$ cat config.mk
export PLATFORM = sky130hd
export DESIGN_NAME = ray_aabb_closest_hit_2d_unit
export DESIGN_NICKNAME = d
export VERILOG_FILES = /design/src/design/rach_pkg.sv /design/src/design/rach_datapath.sv /design/src/design/rach_ctrl.sv /design/src/design/ray_aabb_closest_hit_2d_unit.sv
export SDC_FILE = /design/constraint.sdc
export NUM_CORES = 2
export LEC_CHECK = 0
export BUFFER_PORTS_ARGS = -buffer_cell sky130_fd_sc_hd__buf_2
export CORE_MARGIN = 2
export CORE_UTILIZATION = 41
export CTS_CLUSTER_DIAMETER = 150
export DETAILED_ROUTE_END_ITERATION = 8
export PLACE_DENSITY_LB_ADDON = 0.2
export SETUP_SLACK_MARGIN = 0.5
export SYNTH_ARGS = -nofsm -noshare
export SYNTH_HDL_FRONTEND = slang
export SYNTH_HIERARCHICAL = 1
export SYNTH_SLANG_ARGS = --single-unit
$ cat constraint.sdc
create_clock -name clk -period 7.8 [get_ports clk]
set_input_delay 1.56 -clock clk [delete_from_list [all_inputs] [get_ports clk]]
set_output_delay 1.56 -clock clk [all_outputs]
set_load 0.005 [all_outputs]
$ cat src/design/rach_pkg.sv
`timescale 1ns / 1ps
package rach_pkg;
  localparam int COORD_WIDTH_DEF   = 32;
  localparam int FRACTION_BITS_DEF = 16;
  localparam int LAYER_BITS_DEF    = 16;
  localparam int ID_WIDTH_DEF      = 16;

  localparam int REG_ORIGIN_X = 0;
  localparam int REG_ORIGIN_Y = 1;
  localparam int REG_DIR_X    = 2;
  localparam int REG_DIR_Y    = 3;
  localparam int REG_MAX_DIST = 4;
  localparam int REG_LAYER    = 5;
  localparam int CFG_IDX_W    = 3;

  // controller to datapath
  typedef struct packed {
    logic load;       // capture box request
    logic div_start;  // start division for current slab term
    logic slab_done;  // fold quotient pair of current axis into limits
    logic axis;       // 0 = x, 1 = y
    logic term;       // 0 = min corner, 1 = max corner
    logic mul_start;  // start hit point multiply
    logic mul_axis;
    logic commit;     // update best on hit
    logic clear;      // clear best after report
  } rach_cmd_t;

  // datapath to controller
  typedef struct packed {
    logic skip;       // inactive or masked out
    logic zero_dir;   // direction of selected axis is zero
    logic outside;    // origin outside slab of selected axis
    logic div_busy;
    logic mul_busy;
    logic is_hit;     // candidate closer than best
    logic last;
  } rach_sts_t;
endpackage

$ cat src/design/rach_datapath.sv
`timescale 1ns / 1ps
module rach_datapath #(
  parameter int COORD_WIDTH   = rach_pkg::COORD_WIDTH_DEF,
  parameter int FRACTION_BITS = rach_pkg::FRACTION_BITS_DEF,
  parameter int LAYER_BITS    = rach_pkg::LAYER_BITS_DEF,
  parameter int ID_WIDTH      = rach_pkg::ID_WIDTH_DEF
) (
  input  logic                          clk,
  input  logic                          rst,
  input  logic                          cfg_we,
  input  logic [rach_pkg::CFG_IDX_W-1:0] cfg_index,
  input  logic [COORD_WIDTH-1:0]        cfg_data,
  input  logic signed [COORD_WIDTH-1:0] box_min_x,
  input  logic signed [COORD_WIDTH-1:0] box_min_y,
  input  logic signed [COORD_WIDTH-1:0] box_max_x,
  input  logic signed [COORD_WIDTH-1:0] box_max_y,
  input  logic                          active,
  input  logic [LAYER_BITS-1:0]         layers,
  input  logic [ID_WIDTH-1:0]           box_id,
  input  logic                          last,
  input  rach_pkg::rach_cmd_t           cmd,
  output rach_pkg::rach_sts_t           sts,
  output logic                          r_hit,
  output logic [COORD_WIDTH-1:0]        r_distance,
  output logic signed [COORD_WIDTH-1:0] r_point_x,
  output logic signed [COORD_WIDTH-1:0] r_point_y,
  output logic [ID_WIDTH-1:0]           r_hit_id
);
  import rach_pkg::*;

  localparam int W   = COORD_WIDTH;
  localparam int DW  = W + 1;               // corner minus origin
  localparam int QB  = W + 1 + FRACTION_BITS; // quotient steps
  localparam int CW  = $clog2(QB + 1);
  localparam int TW  = W + 2;               // signed parameter width
  localparam int PW  = 2 * W;               // product width
  localparam int MW  = $clog2(W + 1);
  localparam logic [W-1:0] TLIM = '1;

  // configuration
  logic signed [W-1:0] origin_x, origin_y, dir_x, dir_y;
  logic [W-1:0] max_distance;
  logic [LAYER_BITS-1:0] layer_mask;

  // best
  logic best_valid;
  logic [W-1:0] best_distance;
  logic signed [W-1:0] best_point_x, best_point_y;
  logic [ID_WIDTH-1:0] best_id;

  always_ff @(posedge clk) begin
    if (rst) begin
      origin_x <= '0;
      origin_y <= '0;
      dir_x <= W'(1) << FRACTION_BITS;
      dir_y <= '0;
      max_distance <= '1;
      layer_mask <= '1;
    end else if (cfg_we) begin
      unique case (cfg_index)
        CFG_IDX_W'(REG_ORIGIN_X): origin_x <= cfg_data;
        CFG_IDX_W'(REG_ORIGIN_Y): origin_y <= cfg_data;
        CFG_IDX_W'(REG_DIR_X):    dir_x <= cfg_data;
        CFG_IDX_W'(REG_DIR_Y):    dir_y <= cfg_data;
        CFG_IDX_W'(REG_MAX_DIST): max_distance <= cfg_data;
        CFG_IDX_W'(REG_LAYER):    layer_mask <= LAYER_BITS'(cfg_data);
        default: ;
      endcase
    end
  end

  // captured box
  logic signed [W-1:0] bx0, by0, bx1, by1;
  logic b_act, b_last;
  logic [LAYER_BITS-1:0] b_layers;
  logic [ID_WIDTH-1:0] b_id;
  always_ff @(posedge clk) begin
    if (cmd.load) begin
      bx0 <= box_min_x;
      by0 <= box_min_y;
      bx1 <= box_max_x;
      by1 <= box_max_y;
      b_act <= active;
      b_layers <= layers;
      b_id <= box_id;
      b_last <= last;
    end
  end

  // axis selection
  logic signed [W-1:0] a_org, a_dir, a_lo, a_hi, a_corner;
  assign a_org = cmd.axis ? origin_y : origin_x;
  assign a_dir = cmd.axis ? dir_y : dir_x;
  assign a_lo  = cmd.axis ? by0 : bx0;
  assign a_hi  = cmd.axis ? by1 : bx1;
  assign a_corner = cmd.term ? a_hi : a_lo;

  // restoring divider, one quotient bit per cycle
  logic signed [DW-1:0] num_s;
  logic [DW-1:0] d_num;
  logic [W-1:0]  d_den;
  logic [W:0]    d_rem;
  logic [W:0]    d_q;
  logic          d_sat, d_neg, d_busy;
  logic [CW-1:0] d_cnt;
  logic [W:0]    rem_sh, rem_sub;
  logic          d_bit, d_ge;
  logic [W+1:0]  q_sh;

  assign num_s = DW'(a_corner) - DW'(a_org);
  assign d_bit = (d_cnt >= CW'(FRACTION_BITS + 1)) ? d_num[DW-1] : 1'b0;
  assign rem_sh = {d_rem[W-1:0], d_bit};
  assign d_ge = rem_sh >= {1'b0, d_den};
  assign rem_sub = d_ge ? rem_sh - {1'b0, d_den} : rem_sh;
  assign q_sh = {d_q, d_ge};

  always_ff @(posedge clk) begin
    if (rst) begin
      d_busy <= 1'b0;
    end else if (cmd.div_start) begin
      d_busy <= 1'b1;
    end else if (d_busy && d_cnt == CW'(1)) begin
      d_busy <= 1'b0;
    end
  end

  always_ff @(posedge clk) begin
    if (cmd.div_start) begin
      d_num <= num_s[DW-1] ? DW'(-num_s) : DW'(num_s);
      d_den <= a_dir[W-1] ? W'(-a_dir) : W'(a_dir);
      d_neg <= num_s[DW-1] ^ a_dir[W-1];
      d_rem <= '0;
      d_q <= '0;
      d_sat <= 1'b0;
      d_cnt <= CW'(QB);
    end else if (d_busy) begin
      if (d_cnt >= CW'(FRACTION_BITS + 1)) d_num <= d_num << 1;
      d_rem <= rem_sub;
      d_cnt <= d_cnt - CW'(1);
      if (!d_sat) begin
        if (q_sh[W+1] || q_sh[W]) d_sat <= 1'b1;
        else d_q <= q_sh[W:0];
      end
    end
  end

  logic signed [TW-1:0] quot;
  logic [W-1:0] qmag;
  assign qmag = d_sat ? TLIM : d_q[W-1:0];
  assign quot = d_neg ? -TW'({2'b00, qmag}) : TW'({2'b00, qmag});

  // slab limits
  logic signed [TW-1:0] t1, tmin, tmax;
  logic signed [TW-1:0] lo_t, hi_t;
  assign lo_t = (t1 > quot) ? quot : t1;
  assign hi_t = (t1 > quot) ? t1 : quot;

  always_ff @(posedge clk) begin
    if (cmd.load) begin
      tmin <= {1'b1, {(TW-1){1'b0}}};
      tmax <= {1'b0, {(TW-1){1'b1}}};
    end else if (cmd.slab_done) begin
      if (lo_t > tmin) tmin <= lo_t;
      if (hi_t < tmax) tmax <= hi_t;
    end
  end

  // first quotient of each axis is parked in t1 when the second division starts
  always_ff @(posedge clk) begin
    if (cmd.div_start && cmd.term) t1 <= quot;
  end

  logic signed [TW-1:0] ts;
  logic [W-1:0] t_sel;
  logic cand;
  assign ts = (tmin >= 0) ? tmin : tmax;
  assign t_sel = (ts > TW'({2'b00, TLIM})) ? TLIM : ts[W-1:0];
  assign cand = !(tmax < tmin) && !(tmax < 0);

  // shift-add multiplier, one bit of t per cycle
  logic [W-1:0]  m_a;
  logic [W-1:0]  m_b;
  logic [PW-1:0] m_acc;
  logic [MW-1:0] m_cnt;
  logic          m_busy;
  logic [W-1:0]  t_hold;
  logic signed [W-1:0] px, py;

  always_ff @(posedge clk) begin
    if (rst) begin
      m_busy <= 1'b0;
    end else if (cmd.mul_start) begin
      m_busy <= 1'b1;
    end else if (m_busy && m_cnt == MW'(1)) begin
      m_busy <= 1'b0;
    end
  end

  logic [PW-1:0] m_add;
  assign m_add = m_b[W-1] ? (m_acc << 1) + PW'(m_a) : (m_acc << 1);

  always_ff @(posedge clk) begin
    if (cmd.mul_start) begin
      m_a <= a_dir[W-1] ? W'(-a_dir) : W'(a_dir);
      m_b <= t_sel;
      m_acc <= '0;
      m_cnt <= MW'(W);
      t_hold <= t_sel;
    end else if (m_busy) begin
      m_acc <= m_add;
      m_b <= m_b << 1;
      m_cnt <= m_cnt - MW'(1);
    end
  end

  // saturated origin plus product
  localparam logic [PW-1:0] PLIM = PW'(1) << (W + 1);
  logic [PW-1:0] pm;
  logic signed [W+2:0] s_wide;
  logic signed [W-1:0] s_sat;
  localparam logic signed [W+2:0] SMAX = (W+3)'(TLIM >> 1);
  localparam logic signed [W+2:0] SMIN = -SMAX - (W+3)'(1);
  assign pm = ((m_acc >> FRACTION_BITS) > PLIM) ? PLIM : (m_acc >> FRACTION_BITS);
  assign s_wide = a_dir[W-1] ? (W+3)'(a_org) - (W+3)'(pm[W+1:0])
                             : (W+3)'(a_org) + (W+3)'(pm[W+1:0]);
  assign s_sat = (s_wide > SMAX) ? SMAX[W-1:0] :
                 (s_wide < SMIN) ? SMIN[W-1:0] : s_wide[W-1:0];

  // product becomes visible the cycle after the multiply ends
  logic m_done_d;
  always_ff @(posedge clk) begin
    if (rst) m_done_d <= 1'b0;
    else m_done_d <= m_busy && m_cnt == MW'(1);
    if (m_done_d) begin
      if (cmd.mul_axis) py <= s_sat;
      else px <= s_sat;
    end
  end

  always_ff @(posedge clk) begin
    if (rst || cmd.clear) begin
      best_valid <= 1'b0;
      best_distance <= (rst) ? TLIM : max_distance;
      best_point_x <= '0;
      best_point_y <= '0;
      best_id <= '0;
    end else if (cmd.commit) begin
      best_valid <= 1'b1;
      best_distance <= t_hold;
      best_point_x <= px;
      best_point_y <= py;
      best_id <= b_id;
    end else if (cfg_we && cfg_index == CFG_IDX_W'(REG_MAX_DIST) && !best_valid) begin
      best_distance <= cfg_data;
    end
  end

  assign sts.skip = !b_act || ((b_layers & layer_mask) == '0);
  assign sts.zero_dir = (a_dir == '0);
  assign sts.outside = (a_org < a_lo) || (a_org > a_hi);
  assign sts.div_busy = d_busy;
  assign sts.mul_busy = m_busy || m_done_d;
  assign sts.is_hit = cand && (t_sel < best_distance);
  assign sts.last = b_last;

  assign r_hit = best_valid;
  assign r_distance = best_distance;
  assign r_point_x = best_point_x;
  assign r_point_y = best_point_y;
  assign r_hit_id = best_id;
endmodule

$ cat src/design/rach_ctrl.sv
`timescale 1ns / 1ps
module rach_ctrl (
  input  logic                clk,
  input  logic                rst,
  input  logic                in_valid,
  output logic                in_ready,
  output logic                out_valid,
  input  logic                out_ready,
  output rach_pkg::rach_cmd_t cmd,
  input  rach_pkg::rach_sts_t sts
);
  import rach_pkg::*;

  typedef enum logic [3:0] {
    S_IDLE, S_CHECK, S_AXIS, S_DIV_START, S_DIV_WAIT, S_FOLD,
    S_EVAL, S_MUL_START, S_MUL_WAIT, S_COMMIT, S_REPORT
  } state_t;

  state_t state;
  logic axis, term, mul_axis;

  always_comb begin
    cmd = '0;
    cmd.load = (state == S_IDLE) && in_valid;
    cmd.axis = (state == S_MUL_START || state == S_MUL_WAIT) ? mul_axis : axis;
    cmd.term = term;
    cmd.div_start = (state == S_DIV_START);
    cmd.slab_done = (state == S_FOLD);
    cmd.mul_start = (state == S_MUL_START);
    cmd.mul_axis = mul_axis;
    cmd.commit = (state == S_COMMIT);
    cmd.clear = (state == S_REPORT) && out_ready;
  end

  assign in_ready = (state == S_IDLE);

  always_ff @(posedge clk) begin
    if (rst) begin
      state <= S_IDLE;
      axis <= 1'b0;
      term <= 1'b0;
      mul_axis <= 1'b0;
      out_valid <= 1'b0;
    end else begin
      unique case (state)
        S_IDLE: begin
          if (in_valid) begin
            state <= S_CHECK;
            axis <= 1'b0;
            term <= 1'b0;
          end
        end
        S_CHECK: begin
          state <= sts.skip ? (sts.last ? S_REPORT : S_IDLE) : S_AXIS;
          if (sts.skip && sts.last) out_valid <= 1'b1;
        end
        S_AXIS: begin
          term <= 1'b0;
          priority if (sts.zero_dir && sts.outside) begin
            state <= sts.last ? S_REPORT : S_IDLE;
            out_valid <= sts.last;
          end else if (sts.zero_dir) begin
            if (axis) state <= S_EVAL;
            else axis <= 1'b1;
          end else begin
            state <= S_DIV_START;
          end
        end
        S_DIV_START: state <= S_DIV_WAIT;
        S_DIV_WAIT: begin
          if (!sts.div_busy) begin
            if (!term) begin
              term <= 1'b1;
              state <= S_DIV_START;
            end else begin
              state <= S_FOLD;
            end
          end
        end
        S_FOLD: begin
          if (axis) begin
            state <= S_EVAL;
          end else begin
            axis <= 1'b1;
            state <= S_AXIS;
          end
        end
        S_EVAL: begin
          if (sts.is_hit) begin
            mul_axis <= 1'b0;
            state <= S_MUL_START;
          end else begin
            state <= sts.last ? S_REPORT : S_IDLE;
            out_valid <= sts.last;
          end
        end
        S_MUL_START: state <= S_MUL_WAIT;
        S_MUL_WAIT: begin
          if (!sts.mul_busy) begin
            if (!mul_axis) begin
              mul_axis <= 1'b1;
              state <= S_MUL_START;
            end else begin
              state <= S_COMMIT;
            end
          end
        end
        S_COMMIT: begin
          state <= sts.last ? S_REPORT : S_IDLE;
          out_valid <= sts.last;
        end
        S_REPORT: begin
          if (out_ready) begin
            out_valid <= 1'b0;
            state <= S_IDLE;
          end
        end
        default: state <= S_IDLE;
      endcase
    end
  end
endmodule

$ cat src/design/ray_aabb_closest_hit_2d_unit.sv
`timescale 1ns / 1ps
// channel | handshake                  | payload
// box in  | box_valid / box_ready      | box_min_x .. last
// result  | result_valid / result_ready| hit distance point_x point_y hit_id
// config  | cfg_we (no wait)           | cfg_index cfg_data
// a box runs the two slab divisions of each axis with nonzero direction on one shared divider of
// QB = COORD_WIDTH+FRACTION_BITS+1 quotient bits, plus two runs of the shift-add multiplier
// when the box improves the hit
// one box in flight at a time; the result holds until result_ready
// rst is synchronous and restores register defaults and clears the best hit
module ray_aabb_closest_hit_2d_unit #(
  parameter int COORD_WIDTH   = rach_pkg::COORD_WIDTH_DEF,
  parameter int FRACTION_BITS = rach_pkg::FRACTION_BITS_DEF,
  parameter int LAYER_BITS    = rach_pkg::LAYER_BITS_DEF,
  parameter int ID_WIDTH      = rach_pkg::ID_WIDTH_DEF
) (
  input  logic                           clk,
  input  logic                           rst,
  input  logic                           cfg_we,
  input  logic [rach_pkg::CFG_IDX_W-1:0] cfg_index,
  input  logic [COORD_WIDTH-1:0]         cfg_data,
  input  logic                           box_valid,
  output logic                           box_ready,
  input  logic signed [COORD_WIDTH-1:0]  box_min_x,
  input  logic signed [COORD_WIDTH-1:0]  box_min_y,
  input  logic signed [COORD_WIDTH-1:0]  box_max_x,
  input  logic signed [COORD_WIDTH-1:0]  box_max_y,
  input  logic                           active,
  input  logic [LAYER_BITS-1:0]          layers,
  input  logic [ID_WIDTH-1:0]            box_id,
  input  logic                           last,
  output logic                           result_valid,
  input  logic                           result_ready,
  output logic                           hit,
  output logic [COORD_WIDTH-1:0]         distance,
  output logic signed [COORD_WIDTH-1:0]  point_x,
  output logic signed [COORD_WIDTH-1:0]  point_y,
  output logic [ID_WIDTH-1:0]            hit_id
);
  import rach_pkg::*;

  rach_cmd_t cmd;
  rach_sts_t sts;

  rach_ctrl u_ctrl (
    .clk, .rst,
    .in_valid(box_valid), .in_ready(box_ready),
    .out_valid(result_valid), .out_ready(result_ready),
    .cmd, .sts
  );

  rach_datapath #(
    .COORD_WIDTH(COORD_WIDTH), .FRACTION_BITS(FRACTION_BITS),
    .LAYER_BITS(LAYER_BITS), .ID_WIDTH(ID_WIDTH)
  ) u_dp (
    .clk, .rst, .cfg_we, .cfg_index, .cfg_data,
    .box_min_x, .box_min_y, .box_max_x, .box_max_y,
    .active, .layers, .box_id, .last,
    .cmd, .sts,
    .r_hit(hit), .r_distance(distance), .r_point_x(point_x),
    .r_point_y(point_y), .r_hit_id(hit_id)
  );
endmodule

==> results by group <==
Critical path
  • Worst setup EP type: register
  • WP data required: between 8 and 9 ns
  • Kind of critical path: register to register
  • Max FO, Critical Path: 8
  • Worst EP arrival: 8.03 ns
  • R2r startpoint: u_dp/d_q[18]
  • Crit. Startpoint: u_dp/d_q[18]
  • Setup crit start kind: register

Yosys
  • Sequential cell area fraction in the yosys report: a little over two fifths
  • Post-synth top area cell: edfxtp_1
  • Distinct cells, synth: 110
  • Avg Synthesized Cell Area: between 9 and 10 um^2
  • Post-synthesis register bit count: between 900 and 1000
  • Most numerous cell in the Yosys netlist: nand2_1
  • Share of the synthesized area in the top cell type: around a quarter
  • Post-synth EDFFs: ~450
  • Synthesized instance count: 5622
  • Async SR Flop Fraction: 0%
  • Post-synth top flop: dfxtp_1
  • Syn nets: 6193
  • Synth top cells by count: nand2_1 (706), nor2_1 (501), dfxtp_1 (478)
  • Netlist Area Pre-Place: 53000 um^2
  • Ranking of synthesized cells by area: edfxtp_1 (26%), dfxtp_1 (18%), ha_1 (8.6%), mux2i_1 (6.7%), nand2_1 (5.0%)
  • Synth warn: 6

Placed design
  • DP HPWL: about 120 mm
  • Gpl congestion: roughly 0.93
  • IO buf count: 316
  • Dpl cells: 7451

Routing
  • WL/cell: 21.4 um
  • DR pass1 iterations: 5
  • DR vias: 42949
  • Post-route DRC: 0
  • Remaining antenna violation count after routing: 0
  • 1st-iter DRT viols: 3451
  • Final wirelength: 165 mm
  • Vias/cell: ~5.6

Floorplanning
  • Die Ht: 364 um
  • Die width: 364 um
  • Top Ports: 317
  • Initial Utilization: 41.4%
  • Core footprint: between 100000 and 150000 um^2
  • Die Area: 132000 um^2
  • FP Rows: between 100 and 150

Global routing
  • Largest net degree at the start of global routing: about 150
  • Vias in the first global route: 40298
  • Global-route wire length before repair: 244 mm
  • Initial antenna violation count: 8
  • Grt ovf: 0
  • All-Layer GR Usage: a little under a quarter

STA
  • Clock skew: roughly 0.053 ns
  • Slew Limit Fails: 0
  • Setup_tns: 0 ns
  • Final Hold Fails: 0
  • Max Fclk: 135 MHz
  • Period utilization: 94.6%
  • Final setup vio count: 0
  • RSZ-0062 raised after global routing: true
  • Relative slew slack: 25.5%
  • Tightest Pin Transition: approximately 1.1 ns
  • Post-layout minimum cycle time: between 7 and 8 ns

Final layout
  • P&R area growth vs syn: 15.1%
  • Fin cells: 7697
  • Share of cells above drive strength 1: 13.8%
  • Total Nets Final: 6447
  • # fillers: 12044

Clocking
  • CTS buffer count: 103
  • Max clock buf depth: 3
  • Clk sinks: 932
  • Root buffer cell: clkbuf_16
  • CTS tree: done
  • Reg clk slew, reported paths: 0.06 ns
  • Clk_lat worst skew: approximately 0.74 ns
  • CTS H-tree lvls: 3

Power
  • PwrDens: around 250 nW/um^2
  • Final Power: approximately 16000 uW
  • Worst VDD drop: 170 uV
  • Leak Pwr: around 0.025 uW

Outcome
  • Status: completed

Run
  • Max-Cap Viols: 0

Hold path
  • Hold Crit Start: u_dp/origin_y[2]
  • Hold Crit Class: register to register
stage by stage:
step / hold WS [ns] / setup WS (ns) / instance area (um^2) / util [%]
floorplan: 0.433 / 0.520 / 53100 / -
global placement: 0.441 / 0.0125 / 56500 / 44.2
detailed placement: 0.446 / -0.0660 / 56500 / 44.2
CTS: 0.449 / 0.502 / 60200 / 47.0
global route: 0.469 / 0.208 / 61000 / 47.7
finish: 0.454 / 0.417 / 61000 / 47.7
worst max-delay path: stages (launching register included):
cell      delay [ns]
dfxtp_4         0.36
or4_4           0.54
or4_4           0.43
or2_4           0.28
or3_4           0.43
o41ai_4         0.46
xor2_1          0.26
inv_1           0.13
ha_4            0.29
nand4_1         0.15
nor2_2          0.23
nand2_1         0.09
o221a_4         0.29
o21a_4          0.20
buf_6           0.15
mux2_4          0.32
ha_4            0.16
a21o_1          0.14
a21o_1          0.20
a221oi_4        0.31
o311ai_4        0.17
or4_1           0.51
o211ai_1        0.31
mux2i_4         0.35
buf_12          0.20
buf_16          0.14
nor3_1          0.05
a31oi_1         0.16
power by group:
group / internal, uW / switching (uW)
sequential: 5500 / 210
clock: 2870 / 2140
combinational: 1950 / 2850
total: 10300 / 5210
per-layer routing:
layer  share of wire [%]  global-route usage [%]
met1                  46                    32.8
met2                  45                    38.0
met3                 6.3                    4.51
met4                 2.8                    6.92
met5               0.028                       0
path summary, 6_finish.rpt:
check | cells after the start | end | slack [ns]
setup / recovery | 27 | u_dp/tmax[0] | 0.42
setup reg to reg | 27 | u_dp/tmax[0] | 0.42
hold reg to reg | 2 | u_dp/origin_y[2] | 0.45
hold / removal | 2 | u_dp/origin_y[2] | 0.45
sequential cells by signal, summed over array words and instances, names as in the netlist, 33 cells and up:
| register | cells |
|---|---|
| u_dp/m_acc | 64 |
| u_dp/tmin | 34 |
| u_dp/t1 | 34 |
| u_dp/d_num | 33 |
| u_dp/tmax | 34 |
| u_dp/d_q | 33 |
area by class of cell:
type	instances	area, um^2	area share (%)
Clock buffer	133	2810	4.61
Antenna cell	2	5.00	0.00820
Inverter	280	1050	1.72
Timing Repair Buffer	447	2970	4.86
Clock inverter	62	684	1.12
Sequential cell	932	23200	38.0
Multi-Input combinational cell	4112	28100	46.1
Tap cell	1729	2160	3.54
logic make-up after synthesis:
logic type | Yosys count | synth area share, %
and+or+nand+nor | 1792 | 15.7
AOI/OAI and AO/OA | 1283 | 15.4
DFF | 932 | 43.7
buffers and inverters | 580 | 4.29
muxes | 429 | 8.27
adders and majority gates | 369 | 8.76
xor gates and xnor gates | 237 | 3.93
cells in the final DEF (no fill, tap or decap), types with 16 or more instances in the layout:
| cell | n |
|---|---|
| nand2b_1 | 78 |
| a211oi_1 | 112 |
| clkinv_2 | 26 |
| clkbuf_1 | 19 |
| nor2_1 | 492 |
| edfxtp_1 | 454 |
| dfxtp_1 | 472 |
| buf_2 | 315 |
| o31ai_1 | 24 |
| nand4_1 | 64 |
| mux2_2 | 69 |
| xnor2_1 | 149 |
| and3_1 | 32 |
| clkbuf_16 | 114 |
| buf_4 | 100 |
| o211ai_1 | 53 |
| o21ai_0 | 161 |
| mux2i_1 | 354 |
| nand3b_1 | 62 |
| ha_1 | 353 |
| nor4_1 | 26 |
| xor2_1 | 87 |
| nand3_1 | 57 |
| a21o_1 | 114 |
| nor2b_1 | 55 |
| o21a_1 | 44 |
| or3_1 | 21 |
| a21oi_1 | 463 |
| nand2_1 | 697 |
| o21bai_1 | 16 |
| o21ai_1 | 26 |
| nor3_1 | 81 |
| inv_1 | 276 |
| a31oi_1 | 71 |
repair_timing:
action,in CTS,in global routing
setup buffers,7,26
gates cloned,2,14
gates resized for setup,16,92
pin swaps,3,28
endpoints found under the setup margin,68,161
hold buffers,0,0
Power figures use the tool's default switching activity.
